`config.mk`:
```
export PLATFORM = sky130hd
export DESIGN_NAME = network_address_parser_flat
export DESIGN_NICKNAME = d
export VERILOG_FILES = /design/src/design/nap_pkg.sv /design/src/design/nap_if.sv /design/src/design/network_address_parser.sv /design/src/design/nap_parse.sv /design/src/flat_wrapper.sv
export SDC_FILE = /design/constraint.sdc
export NUM_CORES = 1
export LEC_CHECK = 0
export ABC_AREA = 1
export BUFFER_PORTS_ARGS = -buffer_cell sky130_fd_sc_hd__buf_2
export CAP_MARGIN = 0
export CORE_MARGIN = 2
export CORE_UTILIZATION = 45
export DETAILED_ROUTE_END_ITERATION = 10
export PLACE_DENSITY = 0.62
export SYNTH_ARGS = -nofsm -noshare
export SYNTH_HDL_FRONTEND = slang
export SYNTH_SLANG_ARGS = --single-unit
export TNS_END_PERCENT = 100
```
`constraint.sdc`:
```
create_clock -name clk -period 9.4 [get_ports clk]
set_input_delay 2.82 -clock clk [delete_from_list [all_inputs] [get_ports clk]]
set_output_delay 2.82 -clock clk [all_outputs]
set_load 0.01 [all_outputs]
```
`src/design/nap_pkg.sv`:
```
// nap_pkg: shared types and constants for the network address parser
// no dependencies; imported by the interfaces, nap_parse and network_address_parser
`default_nettype none

package nap_pkg;

  // field widths fixed by the token format
  localparam int unsigned FIELD_W        = 16;
  localparam int unsigned ACC_W          = FIELD_W + 1;
  localparam int unsigned CH_W           = 8;
  localparam int unsigned OUTCOME_W      = 2;
  localparam int unsigned CFG_IDX_W      = 2;
  localparam int unsigned MAX_DIGITS_DEF = 5;

  // character codes
  localparam logic [CH_W-1:0] CH_ZERO  = 8'h30;
  localparam logic [CH_W-1:0] CH_NINE  = 8'h39;
  localparam logic [CH_W-1:0] CH_COLON = 8'h3A;
  localparam logic [CH_W-1:0] CH_SLASH = 8'h2F;
  localparam logic [CH_W-1:0] CH_SPACE = 8'h20;

  // outcome codes
  localparam logic [OUTCOME_W-1:0] OUT_INVALID = 2'd0;
  localparam logic [OUTCOME_W-1:0] OUT_NODE    = 2'd1;
  localparam logic [OUTCOME_W-1:0] OUT_NET     = 2'd2;
  localparam logic [OUTCOME_W-1:0] OUT_ZONE    = 2'd3;

  // configuration register indexes
  localparam logic [CFG_IDX_W-1:0] CFG_DEF_ZONE = 2'd0;
  localparam logic [CFG_IDX_W-1:0] CFG_DEF_NET  = 2'd1;
  localparam logic [CFG_IDX_W-1:0] CFG_DEF_NODE = 2'd2;

  typedef struct packed {
    logic [CH_W-1:0] ch;
    logic            first;
  } nap_item_t;

  typedef struct packed {
    logic [FIELD_W-1:0] zone;
    logic [FIELD_W-1:0] net;
    logic [FIELD_W-1:0] node;
  } nap_defaults_t;

  typedef struct packed {
    logic [FIELD_W-1:0]   zone_out;
    logic [FIELD_W-1:0]   net_out;
    logic [FIELD_W-1:0]   node_out;
    logic [OUTCOME_W-1:0] outcome;
  } nap_result_t;

endpackage

`default_nettype wire

```
`src/design/nap_if.sv`:
```
// nap_in_if / nap_out_if: valid-ready channels of the address parser
// depends on nap_pkg for field widths
`default_nettype none

interface nap_in_if
  import nap_pkg::*;
  ();
  logic            valid;
  logic            ready;
  logic [CH_W-1:0] ch;
  logic            first;

  modport source (output valid, output ch, output first, input ready);
  modport sink   (input valid, input ch, input first, output ready);
endinterface

interface nap_out_if
  import nap_pkg::*;
  ();
  logic                 valid;
  logic                 ready;
  logic [FIELD_W-1:0]   zone_out;
  logic [FIELD_W-1:0]   net_out;
  logic [FIELD_W-1:0]   node_out;
  logic [OUTCOME_W-1:0] outcome;

  modport source (output valid, output zone_out, output net_out, output node_out,
                  output outcome, input ready);
  modport sink   (input valid, input zone_out, input net_out, input node_out,
                  input outcome, output ready);
endinterface

`default_nettype wire

```
`src/design/network_address_parser.sv`:
```
// network_address_parser: top level, input register, default registers, parse stage
// depends on nap_pkg, nap_if (nap_in_if, nap_out_if) and nap_parse
//
// Parses address tokens of the form zone:net/node, one byte per transaction.
// Input channel in_chan carries ch and first; first marks a token's first byte
// and abandons any token in progress. Result channel out_chan carries
// zone_out, net_out, node_out and outcome (0 invalid, 1 node reached, 2 net
// set without node, 3 zone only); at most one result per input byte, given on
// the byte that decides the token. Bytes after that are dropped until first.
// The cfg port writes the default zone, net and node (index 0, 1, 2), which
// are picked up at a token's first byte; write them only while idle.
// Throughput: one byte per cycle while the receiver takes results. The parse
// step for a byte is combinational logic (multiply-by-ten add plus compares)
// between the input register and the result register; the byte is held in
// the input register and its result is registered in the result register.
// Reset (rst_n low, synchronous) empties both registers, returns the parser
// to waiting for a first byte and clears the defaults to zero.
// When the receiver stalls, the result holds; the input register still takes
// one more byte, and no further byte is taken until the result register
// drains.
`default_nettype none

module network_address_parser
  import nap_pkg::*;
#(
  parameter int unsigned MAX_DIGITS = MAX_DIGITS_DEF
) (
  input  wire logic                 clk,
  input  wire logic                 rst_n,
  nap_in_if.sink                    in_chan,
  nap_out_if.source                 out_chan,
  input  wire logic                 cfg_we,
  input  wire logic [CFG_IDX_W-1:0] cfg_index,
  input  wire logic [FIELD_W-1:0]   cfg_wdata
);

  logic          s1_valid_r, s1_valid_nxt;
  nap_item_t     s1_item_r;
  nap_defaults_t defaults_r;
  logic          take, accept;
  nap_result_t   result;
  logic          res_valid;

  // input register handshake
  assign in_chan.ready = !s1_valid_r || take;
  assign accept        = in_chan.valid && in_chan.ready;
  assign s1_valid_nxt  = accept ? 1'b1 : (take ? 1'b0 : s1_valid_r);

  always_ff @(posedge clk) begin
    if (!rst_n) begin
      s1_valid_r <= 1'b0;
    end else begin
      s1_valid_r <= s1_valid_nxt;
    end
    if (accept) begin
      s1_item_r.ch    <= in_chan.ch;
      s1_item_r.first <= in_chan.first;
    end
  end

  // default field registers
  always_ff @(posedge clk) begin
    if (!rst_n) begin
      defaults_r <= '0;
    end else if (cfg_we) begin
      case (cfg_index)
        CFG_DEF_ZONE: defaults_r.zone <= cfg_wdata;
        CFG_DEF_NET:  defaults_r.net  <= cfg_wdata;
        CFG_DEF_NODE: defaults_r.node <= cfg_wdata;
        default: begin
        end
      endcase
    end
  end

  // parse stage
  nap_parse #(
    .MAX_DIGITS (MAX_DIGITS)
  ) u_parse (
    .clk        (clk),
    .rst_n      (rst_n),
    .item_valid (s1_valid_r),
    .item       (s1_item_r),
    .defaults   (defaults_r),
    .out_ready  (out_chan.ready),
    .take       (take),
    .out_valid  (res_valid),
    .result     (result)
  );

  // result channel
  assign out_chan.valid    = res_valid;
  assign out_chan.zone_out = result.zone_out;
  assign out_chan.net_out  = result.net_out;
  assign out_chan.node_out = result.node_out;
  assign out_chan.outcome  = result.outcome;

endmodule

`default_nettype wire

```
`src/design/nap_parse.sv`:
```
// nap_parse: per-byte parse step, token state registers and result register
// depends on nap_pkg
`default_nettype none

module nap_parse
  import nap_pkg::*;
#(
  parameter int unsigned MAX_DIGITS = MAX_DIGITS_DEF
) (
  input  wire logic          clk,
  input  wire logic          rst_n,
  input  wire logic          item_valid,
  input  wire nap_item_t     item,
  input  wire nap_defaults_t defaults,
  input  wire logic          out_ready,
  output logic               take,
  output logic               out_valid,
  output nap_result_t        result
);

  localparam int unsigned CNT_W = $clog2(MAX_DIGITS + 1);
  localparam logic [CNT_W-1:0] CNT_MAX = CNT_W'(MAX_DIGITS);

  typedef enum logic [2:0] {
    PH_IDLE,
    PH_FIRST,
    PH_NET,
    PH_NODE_A,
    PH_NODE_B
  } phase_t;

  phase_t               phase_r, phase_nxt;
  logic [ACC_W-1:0]     accum_r, accum_nxt;
  logic [CNT_W-1:0]     cnt_r, cnt_nxt;
  logic [FIELD_W-1:0]   zone_r, zone_nxt;
  logic [FIELD_W-1:0]   net_r, net_nxt;
  logic [FIELD_W-1:0]   node_r, node_nxt;
  logic [OUTCOME_W-1:0] code_r, code_nxt;
  logic                 out_valid_r, out_valid_nxt;
  nap_result_t          res_r;

  logic               is_dig, is_term, can_take, ovf, emit;
  logic [ACC_W-1:0]   digit_val, acc_inc;

  // character classes
  assign is_dig    = item.ch inside {[CH_ZERO:CH_NINE]};
  assign is_term   = (item.ch <= CH_SPACE) || item.ch[CH_W-1];
  assign digit_val = ACC_W'(item.ch - CH_ZERO) & ACC_W'(4'hF);

  // the output slot frees up when it is empty or being drained
  assign take = item_valid && (!out_valid_r || out_ready);

  // one parse step
  always_comb begin
    phase_nxt = phase_r;
    accum_nxt = accum_r;
    cnt_nxt   = cnt_r;
    zone_nxt  = zone_r;
    net_nxt   = net_r;
    node_nxt  = node_r;
    code_nxt  = code_r;
    emit      = 1'b0;

    // new token: load defaults, bad first byte fails at once
    if (item.first) begin
      zone_nxt  = defaults.zone;
      net_nxt   = defaults.net;
      node_nxt  = defaults.node;
      code_nxt  = OUT_INVALID;
      accum_nxt = '0;
      cnt_nxt   = '0;
      if (!is_dig) begin
        emit = 1'b1;
      end else begin
        phase_nxt = PH_FIRST;
      end
    end

    can_take = is_dig && (cnt_nxt < CNT_MAX);
    ovf      = accum_nxt[ACC_W-1];
    acc_inc  = (accum_nxt << 3) + (accum_nxt << 1) + digit_val;

    if (!emit) begin
      case (phase_nxt)
        PH_FIRST: begin
          if (can_take) begin
            accum_nxt = acc_inc;
            cnt_nxt   = cnt_nxt + 1'b1;
          end else if (item.ch == CH_COLON && !ovf) begin
            zone_nxt  = accum_nxt[FIELD_W-1:0];
            code_nxt  = OUT_ZONE;
            accum_nxt = '0;
            cnt_nxt   = '0;
            phase_nxt = PH_NET;
          end else if (item.ch == CH_SLASH && !ovf) begin
            net_nxt   = accum_nxt[FIELD_W-1:0];
            code_nxt  = OUT_NET;
            accum_nxt = '0;
            cnt_nxt   = '0;
            phase_nxt = PH_NODE_A;
          end else if (is_term && !ovf) begin
            node_nxt = accum_nxt[FIELD_W-1:0];
            code_nxt = OUT_NODE;
            emit     = 1'b1;
          end else begin
            code_nxt = OUT_INVALID;
            emit     = 1'b1;
          end
        end
        PH_NET: begin
          if (can_take) begin
            accum_nxt = acc_inc;
            cnt_nxt   = cnt_nxt + 1'b1;
          end else if (item.ch == CH_SLASH && !ovf) begin
            net_nxt   = accum_nxt[FIELD_W-1:0];
            code_nxt  = OUT_NET;
            accum_nxt = '0;
            cnt_nxt   = '0;
            phase_nxt = PH_NODE_B;
          end else begin
            code_nxt = OUT_ZONE;
            emit     = 1'b1;
          end
        end
        PH_NODE_A: begin
          if (can_take) begin
            accum_nxt = acc_inc;
            cnt_nxt   = cnt_nxt + 1'b1;
          end else if (is_term && !ovf) begin
            node_nxt = accum_nxt[FIELD_W-1:0];
            code_nxt = OUT_NODE;
            emit     = 1'b1;
          end else begin
            // failed byte starts a fresh node field
            phase_nxt = PH_NODE_B;
            if (is_dig) begin
              accum_nxt = digit_val;
              cnt_nxt   = CNT_W'(1);
            end else if (is_term) begin
              node_nxt = '0;
              code_nxt = OUT_NODE;
              emit     = 1'b1;
            end else begin
              code_nxt = OUT_NET;
              emit     = 1'b1;
            end
          end
        end
        PH_NODE_B: begin
          if (can_take) begin
            accum_nxt = acc_inc;
            cnt_nxt   = cnt_nxt + 1'b1;
          end else if (is_term && !ovf) begin
            node_nxt = accum_nxt[FIELD_W-1:0];
            code_nxt = OUT_NODE;
            emit     = 1'b1;
          end else begin
            code_nxt = OUT_NET;
            emit     = 1'b1;
          end
        end
        default: begin
        end
      endcase
    end

    // a decided token returns to idle
    if (emit) begin
      phase_nxt = PH_IDLE;
      accum_nxt = '0;
      cnt_nxt   = '0;
    end

    out_valid_nxt = (take && emit) ? 1'b1 : (out_ready ? 1'b0 : out_valid_r);
  end

  // state and result registers
  always_ff @(posedge clk) begin
    if (!rst_n) begin
      phase_r     <= PH_IDLE;
      accum_r     <= '0;
      cnt_r       <= '0;
      zone_r      <= '0;
      net_r       <= '0;
      node_r      <= '0;
      code_r      <= OUT_INVALID;
      out_valid_r <= 1'b0;
    end else begin
      out_valid_r <= out_valid_nxt;
      if (take) begin
        phase_r <= phase_nxt;
        accum_r <= accum_nxt;
        cnt_r   <= cnt_nxt;
        zone_r  <= zone_nxt;
        net_r   <= net_nxt;
        node_r  <= node_nxt;
        code_r  <= code_nxt;
      end
    end
    if (take && emit) begin
      res_r.zone_out <= zone_nxt;
      res_r.net_out  <= net_nxt;
      res_r.node_out <= node_nxt;
      res_r.outcome  <= code_nxt;
    end
  end

  assign out_valid = out_valid_r;
  assign result    = res_r;

  // idle leaves no partial field behind
  a_idle_clear: assert property (@(posedge clk) disable iff (!rst_n)
    (phase_r == PH_IDLE) |-> (accum_r == '0 && cnt_r == '0))
    else $error("idle phase with partial field");

  // digit count never passes the limit
  a_cnt_limit: assert property (@(posedge clk) disable iff (!rst_n)
    cnt_r <= CNT_MAX)
    else $error("digit count beyond limit");

  // a non-digit first byte is reported invalid in the next cycle
  a_bad_first: assert property (@(posedge clk) disable iff (!rst_n)
    (take && item.first && !is_dig) |=> (out_valid_r && res_r.outcome == OUT_INVALID))
    else $error("bad first byte not reported");

  // a new result only appears for a consumed transaction
  a_result_src: assert property (@(posedge clk) disable iff (!rst_n)
    $rose(out_valid_r) |-> $past(take))
    else $error("result without transaction");

endmodule

`default_nettype wire

```
`src/flat_wrapper.sv`:
```
// flat-port wrapper written by rule: the top's interface ports become plain ports
module network_address_parser_flat import nap_pkg::*;
#(
  parameter int unsigned MAX_DIGITS = MAX_DIGITS_DEF
)
  (clk, rst_n, cfg_we, cfg_index, cfg_wdata, in_chan_valid, in_chan_ch, in_chan_first, in_chan_ready, out_chan_valid, out_chan_zone_out, out_chan_net_out, out_chan_node_out, out_chan_outcome, out_chan_ready);
  nap_in_if in_chan_i ();
  nap_out_if out_chan_i ();
  input  wire logic clk;
  input  wire logic rst_n;
  input  wire logic cfg_we;
  input  wire logic [CFG_IDX_W-1:0] cfg_index;
  input  wire logic [FIELD_W-1:0] cfg_wdata;
  input wire logic [$bits(in_chan_i.valid)-1:0] in_chan_valid;
  input wire logic [$bits(in_chan_i.ch)-1:0] in_chan_ch;
  input wire logic [$bits(in_chan_i.first)-1:0] in_chan_first;
  output wire logic [$bits(in_chan_i.ready)-1:0] in_chan_ready;
  output wire logic [$bits(out_chan_i.valid)-1:0] out_chan_valid;
  output wire logic [$bits(out_chan_i.zone_out)-1:0] out_chan_zone_out;
  output wire logic [$bits(out_chan_i.net_out)-1:0] out_chan_net_out;
  output wire logic [$bits(out_chan_i.node_out)-1:0] out_chan_node_out;
  output wire logic [$bits(out_chan_i.outcome)-1:0] out_chan_outcome;
  input wire logic [$bits(out_chan_i.ready)-1:0] out_chan_ready;
  assign in_chan_i.valid = in_chan_valid;
  assign in_chan_i.ch = in_chan_ch;
  assign in_chan_i.first = in_chan_first;
  assign in_chan_ready = in_chan_i.ready;
  assign out_chan_valid = out_chan_i.valid;
  assign out_chan_zone_out = out_chan_i.zone_out;
  assign out_chan_net_out = out_chan_i.net_out;
  assign out_chan_node_out = out_chan_i.node_out;
  assign out_chan_outcome = out_chan_i.outcome;
  assign out_chan_i.ready = out_chan_ready;
  network_address_parser #(.MAX_DIGITS(MAX_DIGITS)) u_core (.clk(clk), .rst_n(rst_n), .in_chan(in_chan_i), .out_chan(out_chan_i), .cfg_we(cfg_we), .cfg_index(cfg_index), .cfg_wdata(cfg_wdata));
endmodule
```
==> out/metrics.cfg <==
[worst_setup_path]
endpoint_kind = primary output
cp.depth = 4
crit_path_end = in_chan_ready
start_kind = input pin
crit_slowest_cell = buf_2
rr_startpoint = u_core.s1_item_r[0]$_DFFE_PP_
rr_endpoint = u_core.u_parse.accum_r[14]$_SDFFE_PN0P_
worst_ep_arrival_time_ps = 3240
cp.required_ps = 6580
crit_top_cell = buf_2
r2r_slack_ps = 5280
critPathMaxStageDelay_ps = 160
cp_top_family = buffers and inverters
worstSetupStartpoint = out_chan_ready
path_cells = buf_2, inv_1, nand3_1, buf_2
path_buf_inv = 3
critical_path_class = input pin to primary output
ff2ff_path_depth = 18
critical_path.max_fanout = 3

[place]
dp.final_hpwl_um = 20600
place_congestion = 0.904
portBuffers = 83
dp.cells = 1754

[floorplan]
core_um2 = 22500
dieArea_um2 = 24000
die_w_um = 155
io_pins = 84
initial_core_util = 0.456
rows = 55
die_y_um = 155

[timing]
fin_crit_ps = 6060
finalClockSkew_ps = 14.9
slew_violations = 0
hold_viol_final = 0
tightest_slew_ps = 1140
slew_headroom = 0.242
fin_crit_sh = 0.644
finalSetupTns_ps = 0
rsz0062_at_grt = no
fmax_mhz = 165
setup_viol = 0

[job]
cap_viol_max_count = 0

[clock_network]
tritoncts.num_buffers = 17
worstSkewPairLatency_ps = 450
path_clk_slew_ps = 70
ctsHoldBuffers = 0
clk_path_buf_depth = 2
cts_tree = yes
ctsResizeCount = 0
cts.sinks = 182
cts_root_buffer = clkbuf_16
cts_max_level = 4
cts_setup_buffers = 0

[cells_and_area]
drive_gt1_frac = 0.117
fin_cells = 1787
seqCellArea_um2 = 4230
synthToLayoutAreaGrowth_pct = 11.3
fillers = 2229
layout.nets = 1550
multi_input_area_um2 = 5000

[logic_synthesis]
ys_top_cells_by_area = dfxtp_1, edfxtp_1, nand2_1
ys_seq_area_frac = 0.413
synth_top_cell_area_share = 0.240
postSynthAreaPerCell_um2 = 7.11
yosysWarningCount = 0
syn_nets = 1505
syn_inst = 1443
synth_area_um2 = 10300
ys_seq_elements = 182
synth_ff_type = dfxtp_1
synth_commonest_cells = nand2_1, inv_1, nor2_1
synth_enable_flop_cells = 59
yosysTopAreaCell = dfxtp_1
synth_cell_type_count = 45
async_flop_share = 0
synth_most_common_cell = nand2_1

[grt]
grt_max_degree = 80
grt_pass1_vias = 8599
overflow = 0
antenna_found_initial = 0
track_usage = 0.254
grt_pass1_wl_um = 47500

[detailed_routing]
routed_via_density = 5.35
drt-pass1-iter-count = 7
routed-via-count = 9552
first_iter_violations = 901
drc = 0
ant_nets = 0
post_drt_wl_per_cell_um = 16.7
drt_wl_total_um = 29900

[power_and_ir_drop]
cellLeakagePower_uw = 0.00545
pwr_density_cell_nw_per_um2 = 156
ir_drop_v = 0.000115

[worst_hold_path]
hp-class = flip-flop to flip-flop

[status]
outcome = finished, final reports clean

[state kept, by name (all words and copies together), names as in the netlist]
name	flops
u_core.defaults_r	48
u_core.s1_item_r	9
u_core.s1_valid_r	1
u_core.u_parse.accum_r	17
u_core.u_parse.cnt_r	3
u_core.u_parse.code_r	2
u_core.u_parse.net_r	16
u_core.u_parse.node_r	16
u_core.u_parse.out_valid	1
u_core.u_parse.phase_r	3
u_core.u_parse.result	50
u_core.u_parse.zone_r	16
[logic make-up (layout without fill, tap and decap cells)]
logic type,after synthesis,after routing,share of synthesized area
other,0,1,0
multiplexers,10,10,0.00976
flip-flops,182,182,0.413
adder cells (fa/ha/maj),30,30,0.0373
buffers and inverters,257,315,0.100
AO/OA/AOI/OAI,308,308,0.163
AND/OR/NAND/NOR,647,647,0.270
XOR/XNOR,9,9,0.00769
[routing by layer]
| metal | up-vias | track usage | routed length [um] | part of all wire |
|---|---|---|---|---|
| met5 | - | 0 | 0 | 0 |
| met4 | 0 | 0.0833 | 692 | 0.023 |
| met3 | 46 | 0.0432 | 2050 | 0.068 |
| met2 | 338 | 0.402 | 13700 | 0.46 |
| met1 | 4382 | 0.355 | 13500 | 0.45 |
| li1 | 4786 | - | - | - |
[how the worst min path moves through the flow]
stage | start | to | slack (ps) | cells past startpoint
finish | u_core.defaults_r[13]$_SDFFE_PN0P_ | u_core.defaults_r[13]$_SDFFE_PN0P_ | 450 | 2
global route | u_core.defaults_r[1]$_SDFFE_PN0P_ | u_core.defaults_r[1]$_SDFFE_PN0P_ | 470 | 2
global placement | u_core.defaults_r[0]$_SDFFE_PN0P_ | u_core.defaults_r[0]$_SDFFE_PN0P_ | 440 | 2
floorplan | u_core.defaults_r[13]$_SDFFE_PN0P_ | u_core.defaults_r[13]$_SDFFE_PN0P_ | 420 | 2
CTS | u_core.defaults_r[1]$_SDFFE_PN0P_ | u_core.defaults_r[1]$_SDFFE_PN0P_ | 450 | 2
detailed placement | u_core.defaults_r[1]$_SDFFE_PN0P_ | u_core.defaults_r[1]$_SDFFE_PN0P_ | 440 | 2
[tightest hold or removal path: stages, from the launching register on]
cell     delay, ps
dfxtp_1        320
inv_1           50
a21oi_1         50
[power breakdown]
part           total (uW)  internal (uW)  switching, uW  leakage [uW]
clock network         744            366            378      0.000302
registers             865            850           14.9       0.00156
logic                 173           53.2            120       0.00359
total                1780           1270            513       0.00545
[per-stage QoR]
| step | instance area (um^2) | setup slack [ps] | total power, uW | hold WS [ps] | utilization |
|---|---|---|---|---|---|
| global route | 11400 | 3290 | 1860 | 471 | 0.507 |
| detailed placement | 10800 | 3340 | 1050 | 440 | 0.479 |
| floorplan | 10300 | 3580 | 1000 | 424 | - |
| CTS | 11400 | 3330 | 1800 | 451 | 0.507 |
| global placement | 10800 | 3360 | 1050 | 437 | 0.479 |
| finish | 11400 | 3340 | 1780 | 452 | 0.507 |
[area by class of cell]
| class | instances | share of cell area |
|---|---|---|
| clock buffer | 17 | 0.0373 |
| multi-input combinational | 1004 | 0.438 |
| inverter | 192 | 0.0632 |
| antenna | 1 | 0.000219 |
| clock inverter | 15 | 0.0173 |
| timing repair buffer | 91 | 0.0417 |
| tap | 285 | 0.0313 |
| sequential | 182 | 0.371 |
[placed cells by master (no fill, tap or decap), types with 2 or more instances in the layout]
cell         n
o21ai_2      9
nand3_4      2
a21oi_1     90
inv_8        4
o21ai_0    160
nor2_8       2
o21ai_1     15
nand4_1     14
nor2_1     167
o21a_1       7
inv_2       12
buf_4        8
nand3_1     95
nor2_2       4
mux2i_1     10
inv_6        2
inv_1      179
nor2_4       2
nand2_4      2
clkinv_8     7
xor2_1       4
edfxtp_1    59
nand2_2     10
ha_1        29
o211ai_2     2
nand4_2      2
o211ai_1     9
dfxtp_1    123
o21bai_1     2
a21o_1       2
nand3_2      3
buf_2       83
xnor2_1      5
clkbuf_16   17
o22ai_1      7
nand2_1    341
Power figures use the tool's default switching activity.
